## src/spcg_pkg.sv

```systemverilog
`timescale 1ns / 1ps
`default_nettype none
package spcg_pkg;

  // Coordinate and normal formats.
  localparam int CW = 32;
  localparam int NF = 14;
  // Difference width, root width and radicand width.
  localparam int DW = CW + 1;
  localparam int RW = DW + 1;
  localparam int SW = 2 * RW;
  // Division numerator width and quotient width.
  localparam int NW = DW + NF;
  localparam int QW = NF + 1;
  // Normal component width.
  localparam int NORMW = QW + 1;
  // Back end widths: depth, product, rounded offset, saturating sum.
  localparam int BW = RW + 2;
  localparam int PW = (BW - 1) + QW;
  localparam int OW = PW - NF;
  localparam int SATW = OW + 1;

  // Record kinds.
  localparam logic [1:0] KIND_NONE    = 2'd0;
  localparam logic [1:0] KIND_CONTACT = 2'd1;
  localparam logic [1:0] KIND_LINK    = 2'd2;
  localparam logic [1:0] KIND_OTHER   = 2'd3;

  // Per-pair data that travels alongside the arithmetic.
  typedef struct packed {
    logic [2:0][CW-1:0] first;
    logic [2:0][DW-1:0] dmag;
    logic [2:0]         dneg;
    logic [CW-2:0]      r1;
    logic [CW-2:0]      r2;
    logic [1:0]         kind;
  } item_t;

  // Square root iteration state.
  typedef struct packed {
    logic [SW-1:0] s;
    logic [RW:0]   rem;
    logic [RW-1:0] root;
  } sq_t;

  // Division iteration state for three components.
  typedef struct packed {
    logic [2:0][RW-1:0] rem;
    logic [2:0][QW-1:0] num;
    logic [2:0][QW-1:0] q;
    logic [RW-1:0]      dlen;
  } dv_t;

  // Saturate a signed value to the coordinate range.
  function automatic logic [CW-1:0] sat_cw(input logic signed [SATW-1:0] v);
    logic signed [SATW-1:0] hi;
    logic signed [SATW-1:0] lo;
    hi = SATW'(signed'({1'b0, {(CW-1){1'b1}}}));
    lo = -hi - SATW'(1);
    if (v > hi) begin
      sat_cw = hi[CW-1:0];
    end else if (v < lo) begin
      sat_cw = lo[CW-1:0];
    end else begin
      sat_cw = v[CW-1:0];
    end
  endfunction

endpackage
`default_nettype wire

```

## src/spcg_div_cell.sv

```systemverilog
`timescale 1ns / 1ps
`default_nettype none
module spcg_div_cell (
  input  wire logic            clk,
  input  wire logic            rst_n,
  input  wire logic            en,
  input  wire logic            vld_in,
  input  wire spcg_pkg::item_t item_in,
  input  wire spcg_pkg::dv_t   dv_in,
  output logic                 vld,
  output spcg_pkg::item_t      item,
  output spcg_pkg::dv_t        dv
);
  import spcg_pkg::*;

  logic  vld_r;
  item_t item_r;
  dv_t   dv_r, dv_nxt;

  // One quotient bit for each of the three components.
  always_comb begin
    logic [RW:0] r2;
    dv_nxt.dlen = dv_in.dlen;
    for (int c = 0; c < 3; c++) begin
      r2 = {dv_in.rem[c], dv_in.num[c][QW-1]};
      dv_nxt.num[c] = {dv_in.num[c][QW-2:0], 1'b0};
      if (r2 >= {1'b0, dv_in.dlen}) begin
        dv_nxt.rem[c] = RW'(r2 - {1'b0, dv_in.dlen});
        dv_nxt.q[c]   = {dv_in.q[c][QW-2:0], 1'b1};
      end else begin
        dv_nxt.rem[c] = RW'(r2);
        dv_nxt.q[c]   = {dv_in.q[c][QW-2:0], 1'b0};
      end
    end
  end

  always_ff @(posedge clk) begin
    if (!rst_n) begin
      vld_r <= 1'b0;
    end else if (en) begin
      vld_r <= vld_in;
    end
  end

  always_ff @(posedge clk) begin
    if (en) begin
      item_r <= item_in;
      dv_r   <= dv_nxt;
    end
  end

  assign vld  = vld_r;
  assign item = item_r;
  assign dv   = dv_r;
endmodule
`default_nettype wire

```

## config.mk

```make
export PLATFORM = sky130hd
export DESIGN_NAME = spcg_div_cell
export DESIGN_NICKNAME = d
export VERILOG_FILES = /design/src/spcg_pkg.sv /design/src/spcg_div_cell.sv
export SDC_FILE = /design/constraint.sdc
export NUM_CORES = 1
export LEC_CHECK = 0
export BUFFER_PORTS_ARGS = -buffer_cell sky130_fd_sc_hd__buf_2
export CAP_MARGIN = 20
export CORE_AREA = 2 2 387 389
export DETAILED_ROUTE_END_ITERATION = 6
export DIE_AREA = 0 0 389 391
export PLACE_DENSITY = 0.3
export SKIP_LAST_GASP = 1
export SYNTH_ARGS = -nofsm -noshare
export SYNTH_HDL_FRONTEND = slang
export SYNTH_SLANG_ARGS = --single-unit
```

## constraint.sdc

```tcl
create_clock -name clk -period 4.2 [get_ports clk]
set_input_delay 0.42 -clock clk [delete_from_list [all_inputs] [get_ports clk]]
set_output_delay 0.42 -clock clk [all_outputs]
set_load 0.03 [all_outputs]
```

Yosys cells after proc, flatten, opt, wreduce, memory -nomap -nowiden
Index checks and enable logic that the tools add are counted.
{"block": "totals", "word_cells": 33, "inputBits": 492, "reg_bits": 486}
{"block": "classes", "magnitude_cmp": 3, "n_addsub": 3, "muxes": 6}
{"op": "35-bit by 34-bit >= comparator with 1-bit output", "n": 3}
{"op": "34-bit 2-to-1 mux", "n": 3}
{"op": "34-bit subtractor", "n": 3}
{"op": "1-bit 2-to-1 mux", "n": 3}

Depth between registers and ports, before layout
Gate-level depths: netlist (run 1).
{"block": "logic_depth", "word_depth": 2, "depth_mapped": 14}

Worst setup path after synthesis (run 1)
OpenSTA, ideal clock, no wires.
{"block": "synth_timing", "path_kind": "input-to-reg", "from": "input dv_in[1] in the netlist's numbering", "to": "register dv_r, in the netlist dv[197], data pin", "t_arrival_ns": 3.151, "path_buffers": 1, "slack_ns": 0.788, "stages": 12, "setup_time_ns": 0.260, "cell_sequence": "inv_1 -> ha_1 -> nor2b_4 -> o2111ai_4 -> o211ai_4 -> a211oi_4 -> o22ai_2 -> nor3_2 -> nor3_1 -> a2111oi_4 -> buf_6 -> mux2_4"}
{"item": "from (decl)", "line_no": "spcg_div_cell.sv:9", "rtl": "input wire spcg_pkg::dv_t dv_in,"}
{"item": "to (signal assigned)", "line_no": "spcg_div_cell.sv:48", "rtl": "dv_r <= dv_nxt;"}
{"item": "to (decl)", "line_no": "spcg_div_cell.sv:18", "rtl": "dv_t dv_r, dv_nxt;"}

==> impl_metrics.yaml, run 1 <==
sta:
  worst_pin_slew_ns: 1.01
  period_minus_slack_ns: 3.96
  timing.final.crit_share: 0.942
  clock.fmax_mhz: 253
  setup_viol: 0
  max_slew_margin: 0.327
  skew_ns: 0
  slew_viol_final: 0
  fin_hold_ws_ns: 0.0558
  grt_setup_unrepaired: "false"
  hold_viol_final: 0
  fin_ws_ns: 0.242
  tns_ns: 0
worst_setup_path:
  critPathLaunchType: "input port"
  crit_start: "dv_in[1]"
  rr_worst_depth: 3
  worstReg2RegEnd: "vld"
  timing.critical_path.arrival_ns: 4.37
  critPathMaxFanout: 6
  rrSetupSlack_ns: 3.06
  crit_type: "input port to register"
  timing.rr.start: "vld"
  endpoint_kind: "register"
  worstPathRequired_ns: 4.61
pwr:
  powerDensity_nw_per_um2: 460
  leakagePower_nw: 14.6
  ir_drop_uv: 234
clock_network:
  htree_levels: 3
  cts.path.max_buffers: 3
  cts_resized: 0
  cts.clk_slew.worst_paths_ns: 0.06
  cts_root_buf: "clkbuf_16"
  clk_latency_ns: 0.64
  cts_tree: "yes"
  cts.sink_count: 486
  numCtsBuffers: 69
die:
  die_w_um: 389
  die-area_um2: 152000
  rows: 142
  start_util: 0.143
  core-area_um2: 149000
  ios: 981
  die_h_um: 391
layout:
  nets: 3443
  n_fill_cell: 15900
  multi_input_area_um2: 6260
  layout-drive-gt1-share: 0.413
  area_growth_pct: 65.2
  design_area_um2: 35100
  area.sequential_um2: 14600
placement:
  port_buffers: 974
  dpl.hpwl_um: 101000
  place_congestion: 0.830
  placed_area_um2: 28800
  place_worst_setup_slack_ns: 0.141
logic_synthesis:
  synthFlopType: "edfxtp_1"
  yosys_warnings: 0
  ys_ff_latch: 486
  synth-edff-count: 485
  synth_cell_types: 72
  syn_inst: 1412
  syn_area_um2: 21200
  async_flop_share: 0
  syn_avg_cell_area_um2: 15.0
  ys_seq_area_frac: 0.687
run_status:
  outcome: "completed"
worst_hold_path:
  hold_start: "dv_in[8]"
  hp-class: "input port to register"
  whs_endpoint: "dv[8]"
  holdPathStages: 1
global_route:
  antenna_found_initial: 101
  overflow: 0
  grt_pass1_wl_um: 160000
  grt_start_max_net_pins: 103
  grtUsageTotal: 0.154
  grt_pass1_vias: 19600
routing:
  dr.first_iter.drc_count: 911
  firstDrtPassIters: 6
  num_vias: 18300
  routedWlPerCell_um: 24.9
  finalWirelength_um: 121000
  drcViolationCount: 0
  ant_nets: 0
  avgViaCountPerCell: 3.76
run:
  maxCapViolations: 0
cell type report:
type | count | area share
Multi-Input combinational cell | 836 | 0.179
Sequential cell | 486 | 0.416
Timing Repair Buffer | 1393 | 0.259
Clock inverter | 43 | 0.0186
Tap cell | 1944 | 0.0694
Antenna cell | 14 | 0.000999
Clock buffer | 85 | 0.0516
Inverter | 60 | 0.00642
Yosys cell counts, drive strengths merged, types with 12 or more instances:
master,n,area share
xor2,28,0.012
clkbuf,18,0.0032
buf,14,0.0044
ha,102,0.060
edfxtp,485,0.69
a21oi,142,0.034
a21o,42,0.015
nand2,62,0.011
nand4,13,0.0038
nand3,21,0.0050
inv,60,0.011
xnor2,63,0.026
a211oi,12,0.0048
o21ai,52,0.012
mux2,59,0.036
and3,13,0.0038
nor2,72,0.013
what timing repair did:
action                                 4_1_cts  5_1_grt
hold buffers                               380        0
setup buffers                                0        0
endpoints found under the hold margin      379        0
registers in the layout, summed over array words and instances (netlist names):
register,count
vld,1
dv,223
item,262
logic make-up after synthesis:
kind of cell / Yosys count / share of synthesized area
XOR/XNOR: 91 / 0.0376
other: 1 / 0.000177
AND/OR/NAND/NOR: 240 / 0.0545
flip-flops: 486 / 0.687
buffers and inverters: 92 / 0.0182
adder cells (fa/ha/maj): 105 / 0.0630
multiplexers: 62 / 0.0375
AO/OA/AOI/OAI: 335 / 0.102
routing by layer:
metal / up-vias / track usage / share of wire
li1: 8349 / - / -
met1: 8839 / 0.150 / 0.34
met2: 779 / 0.291 / 0.53
met3: 280 / 0.0710 / 0.10
met4: 44 / 0.0371 / 0.026
met5: - / 0 / 0.0024
cell usage in the layout, fill, tap and decap left out, drive strengths merged, types with 12 or more instances in the layout:
cell type | Yosys | layout
buf | 14 | 1013
edfxtp | 485 | 485
dlygate4sd3 | 0 | 380
a21oi | 142 | 142
ha | 102 | 102
clkbuf | 18 | 85
nor2 | 72 | 72
xnor2 | 63 | 63
inv | 60 | 63
nand2 | 62 | 62
mux2 | 59 | 59
o21ai | 52 | 52
a21o | 42 | 42
xor2 | 28 | 28
clkinv | 0 | 22
nand3 | 21 | 21
diode | 0 | 14
nand4 | 13 | 13
and3 | 13 | 13
bufinv | 0 | 13
a211oi | 12 | 12
power by group:
part | switching (mW) | total [mW] | internal (mW)
registers | 0.150 | 6.05 | 5.90
logic | 2.35 | 3.63 | 1.28
clock network | 2.52 | 6.43 | 3.91
total | 5.02 | 16.1 | 11.1
worst max path at each step:
stage	end	depth (start not counted)	slack (ns)
2_1_floorplan	dv[197]	12	0.79
3_3_place_gp	dv[190]	13	0.08
3_5_place_dp	dv[190]	13	0.14
4_1_cts	dv[190]	13	0.37
5_1_grt	dv[190]	13	0.17
6_report	dv[190]	13	0.24
critical path: stages:
cell and delay, ns:
dlygate4sd3_1 0.52, buf_2 0.10, inv_1 0.21, fa_1 0.56, a211oi_1 0.33, o211ai_1 0.16, a211o_1 0.34, o41ai_2 0.34
o21ai_1 0.24, a211oi_1 0.50, o21ai_0 0.20, xor2_1 0.17, mux2_2 0.27
per-stage QoR:
stage	cells	util	power, mW
after global placement	4339	0.194	9.52
after CTS	4847	0.236	16.5
after floorplan	1414	-	8.05
final	4861	0.236	16.1
after detailed placement	4339	0.194	9.51
after global routing	4854	0.236	16.8
(Power assumes the default switching activity.)
==> run 2: changes to the inputs <==
Settings changed: CORE_AREA 2 2 387 389 to 2 2 384 386, DIE_AREA 0 0 389 391 to 0 0 386 388.
Clock period 4.2 ns to 4 ns, I/O delays scaled along.
==> run 2 against run 1 <==
Net effect: first-iteration DRC count shrank 5.4%; global-route usage shrank 0.20 points; clock skew is the same; combinational power grew 5%; core utilization grew 0.42 points; sequential power grew 5.1%; critical path depth grew 1; cell area shrank 0.51%; critical endpoint is now dv[225]; largest cell class unchanged.
==> impl_metrics.yaml, run 2 (synthesized netlist as in run 1, its figures left out) <==
run_status:
  outcome: "completed"
layout:
  fin_util: 0.240
  finalNonFillerCells: 4846
  mostFrequentLayoutCell: "buf_2"
  area_growth_pct: 64.4
  layout-drive-gt1-share: 0.414
  nets: 3456
  largest_reg_flops: 262
  final_cell_mix: "973 x buf_2, 485 x edfxtp_1, 380 x dlygate4sd3_1"
  design_area_um2: 34900
pwr:
  pwr-share-clk: 0.374
  powerDensity_nw_per_um2: 465
  leakagePower_nw: 14.6
  p_sw_mw: 5.13
  intPower_mw: 11.1
  seqPwrFrac: 0.391
  switching_share: 0.316
  ir_drop_uv: 254
  total_power_mw: 16.2
  power_frac_comb: 0.235
global_route:
  grt_pass1_vias: 19700
  overflow: 0
  use_met3: 0.0671
  use_met2: 0.279
  grt-busiest-layer: "met2"
  grt_pass1_wl_um: 157000
  antenna_found_initial: 90
  grtUsageTotal: 0.151
  grt_start_max_net_pins: 78
  grt.met1_usage: 0.151
worst_setup_path:
  crit_slowest_cell: "dlygate4sd3_1"
  critPathMaxFanout: 11
  crit_start: "dv_in[1]"
  timing.rr.start: "vld"
  path_cells: "dlygate4sd3_1 -> buf_2 -> inv_1 -> ha_1 -> nor2b_4 -> o2111ai_4 -> o211ai_4 -> a211oi_4 -> o22ai_2 -> nor3_2 -> nor3_1 -> a2111oi_4 -> buf_4 -> mux2_2"
  worstPathRequired_ns: 4.38
  critPathLaunchType: "input port"
  timing.critical_path.arrival_ns: 4.16
  crit_type: "input port to register"
  path_delay_family: "buffers and inverters"
  endpoint_kind: "register"
  path_buf_inv: 4
  slowest_delay_ns: 0.53
sta:
  clock.fmax_mhz: 265
  grt_setup_unrepaired: "false"
  timing.final.crit_share: 0.945
  fin_hold_ws_ns: 0.0800
  setup_viol: 0
  tns_ns: 0
  slew_viol_final: 0
  hold_viol_final: 0
  skew_ns: 0
  max_slew_margin: 0.496
  worst_pin_slew_ns: 0.756
  period_minus_slack_ns: 3.78
  fin_ws_ns: 0.222
die:
  die-area_um2: 150000
  ios: 981
  core-area_um2: 145000
  start_util: 0.146
  die_w_um: 386
  rows: 140
  die_h_um: 388
placement:
  port_buffers: 974
  placed_cells: 4325
  place_worst_setup_slack_ns: 0.127
  dpl.hpwl_um: 99200
  placed_area_um2: 28800
  place_congestion: 0.825
routing:
  finalWirelength_um: 117000
  firstDrtPassIters: 7
  ant_nets: 0
  routedWlPerCell_um: 24.2
  drcViolationCount: 0
  num_vias: 18200
  dr.first_iter.drc_count: 862
  avgViaCountPerCell: 3.76
run:
  maxCapViolations: 0
clock_network:
  cts_root_buf: "clkbuf_16"
  postCtsSetupRepairBufs: 0
  cts.sink_count: 486
  cts.path.max_buffers: 3
  htree_levels: 3
  cts.clk_slew.worst_paths_ns: 0.06
  numCtsBuffers: 69
  clk_latency_ns: 0.63
  cts_tree: "yes"
worst_hold_path:
  hold_start: "dv_in[199]"
  hp-class: "input port to register"
## run 2: cell types whose count changed in the layout (fill, tap and decap cells not counted), moves of 2 or more
| cell | change |
|---|---|
| buf_4 | +12 |
| bufinv_16 | -8 |
| clkinv_1 | +6 |
| inv_6 | +3 |
| clkbuf_1 | -2 |
| clkinv_2 | +2 |
## run 2: power by group through the flow
stage          combinational [mW]  sequential, mW  clock [mW]
2_1_floorplan                1.02            7.43           0
3_3_place_gp                 3.53            6.47           0
3_5_place_dp                 3.52            6.47           0
4_1_cts                      3.89            6.37        6.34
5_1_grt                      4.11            6.41        6.50
6_report                     3.81            6.36        6.07
## run 2: final timing paths
path              endpoint  slack [ns]  depth (start not counted)
hold / removal     dv[200]        0.08                          2
hold reg to reg        vld        1.08                          3
setup / recovery   dv[225]        0.22                         14
setup reg to reg       vld        2.84                          3
## run 2: final cells by class
cell class / instances / area (um^2)
diodes: 15 / 37.5
clock inverters: 43 / 413
well taps: 1917 / 2400
fillers: 15500 / 110000
clock buffers: 83 / 1790
flip-flops and latches: 486 / 14600
repair buffers: 1406 / 9180
inverters: 60 / 225
multi-input cells: 836 / 6260
## run 2: repair_timing
action | in CTS | in global routing
gates resized for setup | 0 | 0
hold endpoints to repair | 379 | 0
hold buffers | 380 | 0
## run 2: layer usage
metal / vias up / share of wire
li1: 8369 / -
met1: 8767 / 0.35
met2: 756 / 0.51
met3: 257 / 0.11
met4: 48 / 0.028
met5: - / 0.0026
==> run 3: changes to the inputs <==
==> constraint.sdc (replaced) <==
create_clock -name clk -period 4 [get_ports clk]
set_input_delay 0 -clock clk [delete_from_list [all_inputs] [get_ports clk]]
set_output_delay 0 -clock clk [all_outputs]
set_load 0.03 [all_outputs]
==> run 3 against run 2 <==
Net effect: cell area rose by 5.7%; clock skew stayed put; global-route usage grew 0.28 points; critical path depth stayed put; sequential power about the same; combinational power increased by 5.8%; first-iteration DRC count shrank 0.12%; die area unchanged; clock power increased by 2%; routed wire length rose by 2.2%; via count up 3.9%; final cell count up 3.9%; largest power group unchanged.
==> impl_metrics.yaml, run 3 (synthesized netlist as in run 1, its figures left out) <==
worst_setup_path:
  endpoint_kind: "register"
  slowest_delay_ns: 0.54
  critPathMaxFanout: 6
  crit_slowest_cell: "dlygate4sd3_1"
  crit_start: "dv_in[1]"
  timing.rr.start: "vld"
  timing.critical_path.arrival_ns: 4.22
  critPathLaunchType: "input port"
  crit_type: "input port to register"
  crit_top_cell: "dlygate4sd3_1"
  path_delay_family: "compound AO/OA/AOI/OAI gates"
  path_buf_inv: 4
  path_cells: "dlygate4sd3_1 -> buf_2 -> clkinvlp_4 -> fa_1 -> a21oi_1 -> o211ai_1 -> a211o_1 -> a31o_2 -> a31oi_2 -> o21ai_1 -> a211oi_1 -> xnor2_1 -> mux2_4 -> dlygate4sd3_1"
  worstPathRequired_ns: 4.40
routing:
  num_vias: 18900
  avgViaCountPerCell: 3.75
  ant_nets: 0
  drcViolationCount: 0
  routedWlPerCell_um: 23.8
  finalWirelength_um: 120000
  firstDrtPassIters: 6
  dr.first_iter.drc_count: 861
die:
  die-area_um2: 150000
  die_w_um: 386
  start_util: 0.146
  rows: 140
  core-area_um2: 145000
  die_h_um: 388
  ios: 981
sta:
  hold_viol_final: 0
  setup_viol: 0
  slew_viol_final: 0
  grt_setup_unrepaired: "false"
  skew_ns: 0
  clock.fmax_mhz: 262
  timing.final.crit_share: 0.955
  worst_pin_slew_ns: 1.04
  tns_ns: 0
  period_minus_slack_ns: 3.82
  max_slew_margin: 0.307
layout:
  largest_reg_flops: 262
  layout-drive-gt1-share: 0.383
  fin_util: 0.254
  final_cell_mix: "973 x buf_2, 585 x dlygate4sd3_1, 485 x edfxtp_1"
  mostFrequentLayoutCell: "buf_2"
  n_fill_cell: 15400
  area_growth_pct: 73.7
  nets: 3640
run_status:
  outcome: "completed"
global_route:
  grt_pass1_vias: 20700
  overflow: 0
  antenna_found_initial: 79
  grt_start_max_net_pins: 107
  grt_pass1_wl_um: 161000
  grtUsageTotal: 0.154
pwr:
  intPower_mw: 11.3
  leakagePower_nw: 15.4
  ir_drop_uv: 241
  power_frac_comb: 0.243
  powerDensity_nw_per_um2: 449
  p_sw_mw: 5.22
  seqPwrFrac: 0.383
  pwr-share-clk: 0.374
  switching_share: 0.315
clock_network:
  numCtsBuffers: 69
  cts_root_buf: "clkbuf_16"
  cts.path.max_buffers: 3
  clk_latency_ns: 0.64
  htree_levels: 3
  cts.sink_count: 486
  cts_tree: "yes"
  cts.clk_slew.worst_paths_ns: 0.06
placement:
  place_congestion: 0.822
  dpl.hpwl_um: 99400
  port_buffers: 974
run:
  maxCapViolations: 0
worst_hold_path:
  hold_start: "item_in[71]"
  hp-class: "input port to register"
## run 3: layout make-up
type	count	area, um^2	share of cell area
diodes	21	52.6	0.00143
clock buffers	86	1820	0.0494
clock inverters	39	419	0.0114
inverters	60	229	0.00621
multi-input cells	836	6280	0.171
flip-flops and latches	486	14600	0.396
well taps	1917	2400	0.0651
repair buffers	1590	11100	0.300
## run 3: stage by stage
| step | hold WS, ns | total power, mW | instances | worst slack, ns | cell area [um^2] |
|---|---|---|---|---|---|
| after floorplan | 0.0989 | 8.45 | 1414 | 1.01 | 21200 |
| after global placement | 0.178 | 9.97 | 4301 | 0.359 | 28700 |
| after detailed placement | 0.178 | 9.96 | 4301 | 0.328 | 28700 |
| after CTS | 0.0000252 | 16.9 | 5011 | 0.0246 | 36700 |
| after global routing | 0.0312 | 17.4 | 5023 | 0.00989 | 36800 |
| final | 0.0604 | 16.6 | 5035 | 0.180 | 36900 |
## run 3: path summary, 6_finish.rpt
| path | to | slack [ns] | depth (start not counted) |
|---|---|---|---|
| setup / recovery | dv[218] | 0.18 | 14 |
| hold / removal | item[71] | 0.06 | 2 |
| setup reg to reg | vld | 2.85 | 3 |
| hold reg to reg | vld | 1.06 | 3 |
## run 3: what timing repair did
| item | in CTS | in global routing |
|---|---|---|
| buffers inserted | 0 | 2 |
| endpoints found under the setup margin | 0 | 18 |
| endpoints found under the hold margin | 541 | 0 |
| hold buffers | 585 | 0 |
| gates resized for setup | 0 | 5 |
## run 3: power by group through the flow
stage | registers (mW) | clock network, mW | logic, mW
floorplan | 7.43 | 0 | 1.02
global placement | 6.47 | 0 | 3.50
detailed placement | 6.46 | 0 | 3.50
CTS | 6.36 | 6.49 | 4.08
global route | 6.40 | 6.65 | 4.32
finish | 6.35 | 6.19 | 4.03
## run 3: worst register-to-register path: stages (launching register included)
cell and delay (ns):
dfxtp_1 0.30, mux2i_1 0.13, nor2b_1 0.06, dlygate4sd3_1 0.54
## run 3: layer usage
metal	GRT usage	vias to the layer above	routed length (um)
met5	0	-	192
li1	-	8730	-
met3	0.0597	236	11400
met1	0.160	9145	43400
met2	0.282	757	61500
met4	0.0488	32	3480
