### config.mk
export PLATFORM = sky130hd
export DESIGN_NAME = spcg_sqrt_cell
export DESIGN_NICKNAME = d
export VERILOG_FILES = /design/src/spcg_pkg.sv /design/src/spcg_sqrt_cell.sv
export SDC_FILE = /design/constraint.sdc
export NUM_CORES = 1
export LEC_CHECK = 0
export ABC_AREA = 1
export BUFFER_PORTS_ARGS = -buffer_cell sky130_fd_sc_hd__buf_4
export CAP_MARGIN = 20
export CORE_AREA = 2 2 316 318
export CTS_CLUSTER_DIAMETER = 100
export CTS_CLUSTER_SIZE = 8
export DETAILED_ROUTE_END_ITERATION = 12
export DIE_AREA = 0 0 318 320
export GPL_TIMING_DRIVEN = 1
export PLACE_DENSITY_LB_ADDON = 0.3
export SYNTH_ARGS = -nofsm -noshare
export SYNTH_HDL_FRONTEND = slang
export SYNTH_SLANG_ARGS = --single-unit
export TNS_END_PERCENT = 20
### constraint.sdc
create_clock -name clk -period 2 [get_ports clk]
set_input_delay 0.2 -clock clk [delete_from_list [all_inputs] [get_ports clk]]
set_output_delay 0.2 -clock clk [all_outputs]
set_load 0.02 [all_outputs]
### src/spcg_pkg.sv
`timescale 1ns / 1ps
`default_nettype none
package spcg_pkg;

  // Coordinate and normal formats.
  localparam int CW = 32;
  localparam int NF = 14;
  // Difference width, root width and radicand width.
  localparam int DW = CW + 1;
  localparam int RW = DW + 1;
  localparam int SW = 2 * RW;
  // Division numerator width and quotient width.
  localparam int NW = DW + NF;
  localparam int QW = NF + 1;
  // Normal component width.
  localparam int NORMW = QW + 1;
  // Back end widths: depth, product, rounded offset, saturating sum.
  localparam int BW = RW + 2;
  localparam int PW = (BW - 1) + QW;
  localparam int OW = PW - NF;
  localparam int SATW = OW + 1;

  // Record kinds.
  localparam logic [1:0] KIND_NONE    = 2'd0;
  localparam logic [1:0] KIND_CONTACT = 2'd1;
  localparam logic [1:0] KIND_LINK    = 2'd2;
  localparam logic [1:0] KIND_OTHER   = 2'd3;

  // Per-pair data that travels alongside the arithmetic.
  typedef struct packed {
    logic [2:0][CW-1:0] first;
    logic [2:0][DW-1:0] dmag;
    logic [2:0]         dneg;
    logic [CW-2:0]      r1;
    logic [CW-2:0]      r2;
    logic [1:0]         kind;
  } item_t;

  // Square root iteration state.
  typedef struct packed {
    logic [SW-1:0] s;
    logic [RW:0]   rem;
    logic [RW-1:0] root;
  } sq_t;

  // Division iteration state for three components.
  typedef struct packed {
    logic [2:0][RW-1:0] rem;
    logic [2:0][QW-1:0] num;
    logic [2:0][QW-1:0] q;
    logic [RW-1:0]      dlen;
  } dv_t;

  // Saturate a signed value to the coordinate range.
  function automatic logic [CW-1:0] sat_cw(input logic signed [SATW-1:0] v);
    logic signed [SATW-1:0] hi;
    logic signed [SATW-1:0] lo;
    hi = SATW'(signed'({1'b0, {(CW-1){1'b1}}}));
    lo = -hi - SATW'(1);
    if (v > hi) begin
      sat_cw = hi[CW-1:0];
    end else if (v < lo) begin
      sat_cw = lo[CW-1:0];
    end else begin
      sat_cw = v[CW-1:0];
    end
  endfunction

endpackage
`default_nettype wire

### src/spcg_sqrt_cell.sv
`timescale 1ns / 1ps
`default_nettype none
module spcg_sqrt_cell (
  input  wire logic            clk,
  input  wire logic            rst_n,
  input  wire logic            en,
  input  wire logic            vld_in,
  input  wire spcg_pkg::item_t item_in,
  input  wire spcg_pkg::sq_t   sq_in,
  output logic                 vld,
  output spcg_pkg::item_t      item,
  output spcg_pkg::sq_t        sq
);
  import spcg_pkg::*;

  logic  vld_r;
  item_t item_r;
  sq_t   sq_r, sq_nxt;

  // One root bit: bring down two radicand bits and try the next odd term.
  always_comb begin
    logic [RW+2:0] rem2;
    logic [RW+2:0] trial;
    rem2  = {sq_in.rem, sq_in.s[SW-1:SW-2]};
    trial = {1'b0, sq_in.root, 2'b01};
    sq_nxt.s = {sq_in.s[SW-3:0], 2'b00};
    if (rem2 >= trial) begin
      sq_nxt.rem  = (RW+1)'(rem2 - trial);
      sq_nxt.root = {sq_in.root[RW-2:0], 1'b1};
    end else begin
      sq_nxt.rem  = (RW+1)'(rem2);
      sq_nxt.root = {sq_in.root[RW-2:0], 1'b0};
    end
  end

  always_ff @(posedge clk) begin
    if (!rst_n) begin
      vld_r <= 1'b0;
    end else if (en) begin
      vld_r <= vld_in;
    end
  end

  always_ff @(posedge clk) begin
    if (en) begin
      item_r <= item_in;
      sq_r   <= sq_nxt;
    end
  end

  assign vld  = vld_r;
  assign item = item_r;
  assign sq   = sq_r;
endmodule
`default_nettype wire

Word level (Yosys, flattened, before mapping)
Index checks and enable logic that the tools add are counted.
{"block": "totals", "register_bits": 398, "in_bits": 403}
{"block": "op_classes", "addsub": 1, "n_lt_le_gt_ge": 1, "muxes": 1}
{"op": "$mux 69", "n": 1}
{"op": "$ge 37x36->1", "n": 1}
{"op": "$sub 35x35->35", "n": 1}

Depth between registers and ports, before layout
Gate-level depths: netlist of the first run.
{"block": "depth", "ltp_word": 2, "depth_mapped": 16, "depth_no_buf": 15}

Least setup slack after synthesis of the first run
Ideal clock, no wire load.
{"block": "synth_timing", "kind": "input-to-reg", "startpoint": "input port sq_in[0] in the netlist's numbering", "endpoint": "register sq_r, in the netlist sq[67], data pin", "setup_time_ps": 254, "arrival_time_ps": 1609, "required_ps": 1746, "path_slack_ps": 137, "stages": 15, "path_cell_list": "inv_1 -> ha_1 -> clkbuf_2 -> o21ai_1 -> nand2_2 -> nand2_1 -> nand2_2 -> nand3_1 -> nand2_1 -> nand2_1 -> nand2_2 -> nand2_4 -> buf_6 -> nand3_2 -> nand2_1"}
{"item": "start: declaration", "line_no": "spcg_sqrt_cell.sv:9", "rtl": "input wire spcg_pkg::sq_t sq_in,"}
{"item": "end signal: assignment", "line_no": "spcg_sqrt_cell.sv:47", "rtl": "sq_r <= sq_nxt;"}
{"item": "end: declaration", "line_no": "spcg_sqrt_cell.sv:18", "rtl": "sq_t sq_r, sq_nxt;"}

==> results of run 1 <==
-- registers in the layout (all words and copies together), names as in the netlist --
register,flops
sq,135
item,262
vld,1
-- worst max-delay path by stage --
| stage | slack (ps) | from | endpoint | depth (start not counted) |
|---|---|---|---|---|
| floorplan | 140 | sq_in[0] | sq[67] | 15 |
| global placement | -440 | sq_in[26] | sq[46] | 13 |
| detailed placement | -420 | sq_in[10] | sq[49] | 14 |
| CTS | 50 | sq_in[135] | sq[66] | 16 |
| global route | 30 | sq_in[135] | sq[45] | 12 |
| finish | 80 | sq_in[135] | sq[49] | 11 |
-- timing repair --
| item | in CTS | in global routing |
|---|---|---|
| buffers inserted | 0 | 1 |
| endpoints found under the setup margin | 0 | 3 |
| hold buffers | 397 | 0 |
| endpoints found under the hold margin | 396 | 0 |
| gates resized for setup | 0 | 3 |
-- layout make-up --
type | instances | area, µm² | share of cell area, %
clock buffer | 66 | 1480 | 4.91
inverter | 130 | 488 | 1.62
sequential | 398 | 11900 | 39.6
timing repair buffer | 1385 | 11500 | 38.2
tap | 1287 | 1610 | 5.34
multi-input combinational | 536 | 2980 | 9.87
clock inverter | 7 | 120 | 0.398
antenna | 5 | 12.5 | 0.0415
-- per-layer routing --
layer / up-vias / GRT usage (%)
met2: 582 / 27.4
li1: 6601 / -
met5: - / 0
met3: 137 / 4.42
met1: 6667 / 15.2
met4: 16 / 4.24
-- critical path, stage by stage --
cell,delay (ps)
dlygate4sd3_1,540
buf_4,140
buf_4,150
ha_1,190
nand3_1,150
nor3_1,80
nand3_1,130
nand4_4,270
buf_4,290
nand2_1,80
nand2_1,60
-- kinds of logic (layout without fill, tap and decap cells) --
group	Yosys count	count (layout)	synth area share (%)
flops	398	398	76.9
compound gates	43	43	1.58
buf+inv	143	1588	4.04
fa+ha+maj	36	36	2.90
xor+xnor	17	17	0.959
simple gates	438	438	13.6
other cells	1	7	0.0241
-- power by group through the flow --
stage	Combinational, mW	Sequential, mW	Clock [mW]
after global placement	4.61	10.4	0
after detailed placement	4.62	10.4	0
after CTS	5.34	10.3	9.31
after global routing	5.62	10.3	9.63
final	5.27	10.3	8.97
after floorplan	0.837	11.3	0
-- layout by cell type, fill, tap and decap left out, types with 8 or more instances in the layout --
master,netlist,final
a21oi_1,25,25
buf_12,0,11
buf_4,2,976
clkbuf_1,0,8
clkbuf_16,0,58
dlygate4sd3_1,0,397
edfxtp_1,397,397
ha_1,36,36
inv_1,130,130
nand2_1,252,251
nand2_2,11,11
nand3_1,40,39
nand3_2,41,42
nand3b_1,10,10
nor2_1,56,56
xor2_1,16,16
-- metrics by stage --
step / TNS (ps) / hold slack, ps / power (mW) / setup WS [ps]
3_5_place_dp: -12820 / 379 / 15.1 / -419
6_report: 0 / 46.2 / 24.5 / 83.6
4_1_cts: 0 / 20.2 / 24.9 / 51.4
3_3_place_gp: -13500 / 379 / 15.0 / -442
2_1_floorplan: 0 / 293 / 12.1 / 137
5_1_grt: 0 / 23.7 / 25.6 / 29.0
==> key figures, run 1 <==
Synthesis
  • Largest cells by area after synthesis: edfxtp_1 77%, nand2_1 6.1%, inv_1 3.1%, ha_1 2.9%, nand3_2 2.6%
  • Async SR Flop Fraction: 0%
  • Synth unique cells: 36
  • Warnings, synthesis: 0
  • Synth Flop Type: edfxtp_1
  • Mean area per synthesized cell: 14.4 µm²
  • Number of synthesized flops with an enable pin: 397
  • Cells after Synth: 1076
  • Commonest cells in the netlist: 397 x edfxtp_1, 252 x nand2_1, 130 x inv_1
  • Area leader, netlist: edfxtp_1
  • Synth Register Bits: 398
  • Mapped Area: 0.0155 mm²
  • Synth top area share: 76.8%
  • Sequential share of the synthesized area: 76.9%
  • Count leader, synth: edfxtp_1

Placement
  • Input/output buffers: 800
  • Placed insts: 3338
  • Gpl congestion: 0.861
  • Placement-stage cell area: 0.0246 mm²
  • HPWL Detailed: 62.1 mm

Min path
  • HP Start: en
  • Hold Crit Class: primary input to flop
  • Hold EP: item[28]
  • Hold Path Cell Cnt: 1

Worst setup path
  • R2R Path End: vld
  • Worst Path Class, Setup: primary input to flop
  • CP startpoint kind: primary input
  • Arrival @ worst endpoint: 2270 ps
  • R2R setup slack: 800 ps
  • Crit-path max FO: 12
  • CP endpoint kind: flop
  • Req. time, crit path: 2360 ps
  • Worst reg2reg path depth: 3
  • Critical R2R Launch: vld

Detailed routing
  • ANT nets after route: 0
  • Drt drc: 0
  • Initial DRC count: 748
  • Met3 wire length: 5.53 mm
  • Via Count: 14000
  • Routed vias/inst: 3.67
  • Met2 WL post-DR: 40.4 mm
  • DR WL/cell: 20.0 µm
  • Final WL: 76.2 mm
  • Drt first pass iters: 5
  • DR top layer: met5
  • Met1 Routed Length: 27.9 mm

Pwr
  • Int Power: 18.0 mW
  • Power density over the cells: 813 mW/mm²
  • Worst VDD drop: 0.548 mV
  • Comb power frac: 21.5%
  • Net Sw Frac: 26.7%
  • Sequential share of power: 41.9%
  • Clock power frac: 36.6%
  • P_sw: 6.55 mW
  • Static Leakage: 13.3 nW

Timing
  • Setup-failing EPs final: 0
  • Worst Skew: 0 ps
  • Slew headroom: 65.8%
  • Max-slew violation count: 0
  • Fin crit period: 1920 ps
  • Final Hold Viols: 0
  • Actual slew at the worst max-slew pin: 513 ps
  • RSZ-0062 raised after global routing: false
  • Period utilization: 95.8%
  • Fmax: 522 MHz

Cells and area
  • Final core utilization: 30.8%
  • Final Non-Filler Cells: 3814
  • Area growth from synthesis to layout: 94.3%
  • Fin nets: 2948
  • Cell area after layout: 0.0302 mm²
  • Share of post-route cells with drive strength above 1: 44.4%
  • Fillers: 10000

Global routing
  • Total global routing overflow: 0
  • First-pass GRT wire length: 107 mm
  • Initial antenna violation count: 32
  • Vias in the first global route: 15300
  • All-layer global routing usage: 14.4%
  • Pin count of the biggest net entering global routing: 45

Floorplan
  • Core ar.: 0.0980 mm²
  • Rows: 115
  • Initial Util: 15.8%
  • Die Y: 320 µm
  • I/O pin cnt: 803
  • Die area: 0.102 mm²
  • Width of the die: 318 µm

Clock network
  • Longest Clk Path Bufs: 3
  • CTS Buf Count: 58
  • Clock latency on the worst-skew pair: 610 ps
  • CTS tree: yes
  • H-tree depth: 2
  • Clock root buffer master: clkbuf_16
  • Num Clock Sinks: 398
  • Clk slew on worst S/H paths: 50 ps

Outcome
  • Status: completed

Run
  • Max-cap violations: 0
Power figures use the tool's default switching activity.
==> run 2: changes to the inputs <==
- CELL_PAD_IN_SITES_DETAIL_PLACEMENT: unset -> 0
- CELL_PAD_IN_SITES_GLOBAL_PLACEMENT: unset -> 1
- CORE_AREA: 2 2 316 318 -> 2 2 313 315
- DIE_AREA: 0 0 318 320 -> 0 0 315 317
==> run 2 against run 1 <==
Compared with the run above: wire length rose by 5.4%; combinational power increased by 2%; register-to-register slack worse by 30 ps; sequential share of layout area is 0.23 points lower; first-iteration DRC count up 3.1%; cell count about the same; critical path depth increased by 4; sequential power about the same; clock skew is the same; non-clock buffer count increased by 11; total power grew 2.1%; largest cell class unchanged; largest power group unchanged.
==> key figures, run 2 (synthesis results as in run 1) <==
Outcome
  • Status: completed

Cells and area
  • Fillers: 9811
  • Fin nets: 2960
  • Commonest non-fill, non-tap cell in the layout: buf_4
  • Max reg flops: 262
  • Share of post-route cells with drive strength above 1: 44.7%
  • Multi-input logic area: 0.00298 mm²
  • Most frequent cells in the layout: 985 x buf_4, 398 x dlygate4sd3_1, 397 x edfxtp_1
  • Cell area after layout: 0.0303 mm²
  • Area growth from synthesis to layout: 95.4%
  • Seq. cell area: 0.0119 mm²

Timing
  • Slew headroom: 64.1%
  • Final Hold Viols: 0
  • Max-slew violation count: 0
  • Actual slew at the worst max-slew pin: 536 ps
  • RSZ-0062 raised after global routing: false
  • Worst Skew: 0 ps
  • Setup-failing EPs final: 0
  • Worst setup margin: 138 ps
  • Fmax: 537 MHz
  • Worst hold slack: 111 ps
  • Fin crit period: 1860 ps
  • Period utilization: 93.1%

Pwr
  • Sequential share of power: 41.1%
  • Net Sw Frac: 26.9%
  • Int Power: 18.3 mW
  • Static Leakage: 13.4 nW
  • Comb power frac: 21.4%
  • Power density over the cells: 825 mW/mm²
  • Final Total Pwr: 25.0 mW
  • Worst VDD drop: 0.552 mV
  • P_sw: 6.74 mW
  • Clock power frac: 37.5%

Clock network
  • H-tree depth: 2
  • Longest Clk Path Bufs: 3
  • Post-CTS Setup Bufs: 0
  • Clk slew on worst S/H paths: 50 ps
  • CTS Buf Count: 59
  • CTS tree: yes
  • Clock latency on the worst-skew pair: 610 ps
  • Clock root buffer master: clkbuf_16
  • Num Clock Sinks: 398

Placement
  • HPWL Detailed: 66.1 mm
  • Pre-CTS WS: -420 ps
  • Gpl congestion: 0.884
  • Input/output buffers: 800
  • Placement-stage cell area: 0.0246 mm²

Global routing
  • All-layer global routing usage: 15.3%
  • Vias in the first global route: 15200
  • Initial antenna violation count: 35
  • Total global routing overflow: 0
  • Pin count of the biggest net entering global routing: 74
  • First-pass GRT wire length: 109 mm

Floorplan
  • Core ar.: 0.0963 mm²
  • Width of the die: 315 µm
  • Rows: 114
  • I/O pin cnt: 803
  • Die Y: 317 µm
  • Initial Util: 16.1%
  • Die area: 0.0999 mm²

Worst setup path
  • Req. time, crit path: 2480 ps
  • Crit-path max FO: 7
  • Critical R2R Launch: vld
  • Worst reg2reg path depth: 3
  • Arrival @ worst endpoint: 2350 ps
  • R2R setup slack: 770 ps
  • Worst Path Class, Setup: primary input to flop
  • CP startpoint kind: primary input
  • CP endpoint kind: flop
  • CP Launch Point: sq_in[135]

Detailed routing
  • Via Count: 14100
  • Initial DRC count: 771
  • Final WL: 80.3 mm
  • DR WL/cell: 21.0 µm
  • Drt drc: 0
  • Drt first pass iters: 4
  • Routed vias/inst: 3.68
  • ANT nets after route: 0

Min path
  • Hold Path Cell Cnt: 4
  • Hold Crit Class: primary input to flop
  • HP Start: sq_in[136]

Run
  • Max-cap violations: 0
## run 2: changes by cell type in the layout (fill, tap and decap cells not counted), moves of 2 or more
| cell | before | now |
|---|---|---|
| clkbuf_16 | 58 | 60 |
| nand2_2 | 11 | 13 |
| clkinvlp_4 | 0 | 2 |
| buf_4 | 976 | 985 |
## run 2: timing repair
item,in CTS,in global routing
resized for setup,0,3
hold buffers,398,0
endpoints found under the hold margin,411,0
endpoints found under the setup margin,0,2
## run 2: critical path, cell delays in order
cell	delay (ps)
dlygate4sd3_1	530
buf_4	140
buf_4	150
o21ai_1	140
nand2_2	80
nand2_1	70
nand2_2	110
nand3_1	100
nand2_1	130
nand2_1	130
nand2_2	80
nand2_4	120
buf_4	200
nand3_2	90
nand2_1	70
## run 2: power by group through the flow
stage	Combinational (mW)	Clock [mW]	Sequential [mW]
after floorplan	0.837	0	11.3
after global placement	4.71	0	10.4
after detailed placement	4.71	0	10.4
after CTS	5.44	9.74	10.3
after global routing	5.72	10.0	10.3
final	5.35	9.38	10.3
## run 2: path summary, 6_finish.rpt
| kind | to |
|---|---|
| setup reg to reg | vld |
| setup / recovery | sq[60] |
| hold / removal | sq[35] |
| hold reg to reg | vld |
## run 2: routing by layer
metal	up-vias	global-route usage, %	share of wire [%]	wire, µm
met1	6734	16.9	38	30100
met4	22	3.56	2.1	1720
met2	558	28.2	52	42000
met3	126	4.98	7.9	6370
met5	-	0	0.17	133
li1	6621	-	-	-
## run 2: per-stage QoR
| step | TNS, ps | util (%) | instances |
|---|---|---|---|
| 2_1_floorplan | 0 | - | 1077 |
| 3_3_place_gp | -13230 | 25.6 | 3338 |
| 3_5_place_dp | -13560 | 25.6 | 3338 |
| 4_1_cts | 0 | 31.5 | 3813 |
| 5_1_grt | 0 | 31.5 | 3816 |
| 6_report | 0 | 31.5 | 3817 |
## run 2: area by class of cell
cell class	count	share of cell area, %
Sequential cell	398	39.4
Timing Repair Buffer	1396	38.3
Multi-Input combinational cell	536	9.81
Tap cell	1276	5.26
Clock buffer	68	5.05
Inverter	130	1.61
Clock inverter	9	0.540
Antenna cell	4	0.0330
==> run 3: changes to the inputs <==
- CORE_AREA: 2 2 313 315 -> 2 2 316 318
- DIE_AREA: 0 0 315 317 -> 0 0 318 320
==> run 3 against run 2 <==
Compared with the run above: fmax down 4.4%; critical endpoint is now sq[35]; via count fell by 0.60%; largest power group unchanged; combinational power is essentially flat; sequential share of layout area about the same; clock power shrank 3.5%; first-iteration DRC count is 16% lower.
==> key figures, run 3 (synthesis results as in run 1) <==
Outcome
  • Status: completed

Worst setup path
  • CP startpoint kind: primary input
  • Critical R2R Launch: vld
  • Crit-path max FO: 6
  • CP endpoint kind: flop
  • Worst reg2reg path depth: 3
  • Worst Path Class, Setup: primary input to flop
  • R2R setup slack: 820 ps
  • R2R Path End: vld
  • Req. time, crit path: 2370 ps
  • Arrival @ worst endpoint: 2320 ps

Floorplan
  • Width of the die: 318 µm
  • Initial Util: 15.8%
  • I/O pin cnt: 803
  • Core ar.: 0.0980 mm²
  • Rows: 115
  • Die area: 0.102 mm²
  • Die Y: 320 µm

Min path
  • HP Start: sq_in[135]
  • Hold Path Cell Cnt: 5
  • Hold Crit Class: primary input to flop
  • Hold EP: sq[34]

Placement
  • Input/output buffers: 800
  • Gpl congestion: 0.894
  • Placed insts: 3331
  • HPWL Detailed: 67.7 mm

Timing
  • Worst Skew: 0 ps
  • Max-slew violation count: 0
  • Setup-failing EPs final: 0
  • Fmax: 513 MHz
  • RSZ-0062 raised after global routing: false
  • Fin crit period: 1950 ps
  • Final Hold Viols: 0
  • Period utilization: 97.4%
  • Setup TNS: 0 ps
  • Worst hold slack: 85.2 ps

Cells and area
  • Final Non-Filler Cells: 3820
  • Share of post-route cells with drive strength above 1: 45.1%
  • Fin nets: 2946
  • Commonest non-fill, non-tap cell in the layout: buf_4
  • Area growth from synthesis to layout: 95.6%
  • Most frequent cells in the layout: 964 x buf_4, 398 x dlygate4sd3_1, 397 x edfxtp_1
  • Max reg flops: 262

Pwr
  • Power density over the cells: 814 mW/mm²
  • Static Leakage: 13.4 nW
  • Worst VDD drop: 0.564 mV

Global routing
  • First-pass GRT wire length: 112 mm
  • Initial antenna violation count: 31
  • All-layer global routing usage: 15.5%
  • Total global routing overflow: 0
  • Vias in the first global route: 15300
  • Pin count of the biggest net entering global routing: 67

Clock network
  • Longest Clk Path Bufs: 3
  • H-tree depth: 2
  • Clk slew on worst S/H paths: 50 ps
  • Clock root buffer master: clkbuf_16
  • CTS tree: yes
  • Clock latency on the worst-skew pair: 620 ps
  • CTS Buf Count: 58
  • Num Clock Sinks: 398

Detailed routing
  • Drt first pass iters: 6
  • Via Count: 14000
  • Routed vias/inst: 3.66
  • ANT nets after route: 0
  • Initial DRC count: 647
  • Final WL: 82.2 mm
  • Drt drc: 0
  • DR WL/cell: 21.5 µm

Run
  • Max-cap violations: 0
run 3: repair_timing:
action	CTS	global route
resized for setup	0	33
hold buffers	398	1
hold endpoints to repair	425	1
setup buffers	0	2
setup endpoints to repair	0	36
run 3: worst max path at each step:
stage | start | endpoint | slack (ps) | cells after the start
after floorplan | sq_in[0] | sq[67] | 140 | 15
after global placement | sq_in[2] | sq[60] | -480 | 13
after detailed placement | sq_in[2] | sq[60] | -480 | 13
after CTS | sq_in[61] | sq[53] | 7 | 12
after global routing | sq_in[53] | sq[67] | 10 | 14
final | sq_in[53] | sq[35] | 50 | 11
run 3: through the flow:
stage	power, mW	instance area [µm²]	worst slack, ps	util, %
2_1_floorplan	12.1	15500	137	-
3_3_place_gp	15.1	24500	-481	25.0
3_5_place_dp	15.1	24500	-484	25.0
4_1_cts	25.1	30200	7.07	30.8
5_1_grt	25.9	30400	14.3	31.0
6_report	24.7	30400	51.9	31.0
run 3: area by class of cell:
cell class | count | area, µm²
sequential | 398 | 11900
timing repair buffer | 1383 | 11600
tap | 1287 | 1610
antenna | 9 | 22.5
inverter | 130 | 488
multi-input combinational | 536 | 3080
clock buffer | 68 | 1510
fill | 10000 | 67600
clock inverter | 9 | 114
run 3: worst max-delay path, cell delays in order:
cell           delay, ps
dlygate4sd3_1        540
buf_4                150
ha_4                 300
nand2_1               90
nor2_2               180
nand2_2              100
nor2_4               130
nand3_1              150
nand4_4              220
clkbuf_16            190
o21ai_1               60
run 3: routing by layer:
layer,vias up,share of wire [%],track usage (%),routed length [µm]
li1,6607,-,-,-
met4,14,2.6,3.88,2130
met3,118,7.5,4.96,6160
met2,563,52,28.8,42800
met5,-,0.095,0,78
met1,6675,38,17.0,31000
run 3: power breakdown:
group	total [mW]	switching (mW)	internal, mW
Clock	9.05	3.68	5.37
Combinational	5.37	2.80	2.57
Sequential	10.3	0.287	10.0
Total	24.7	6.77	18.0
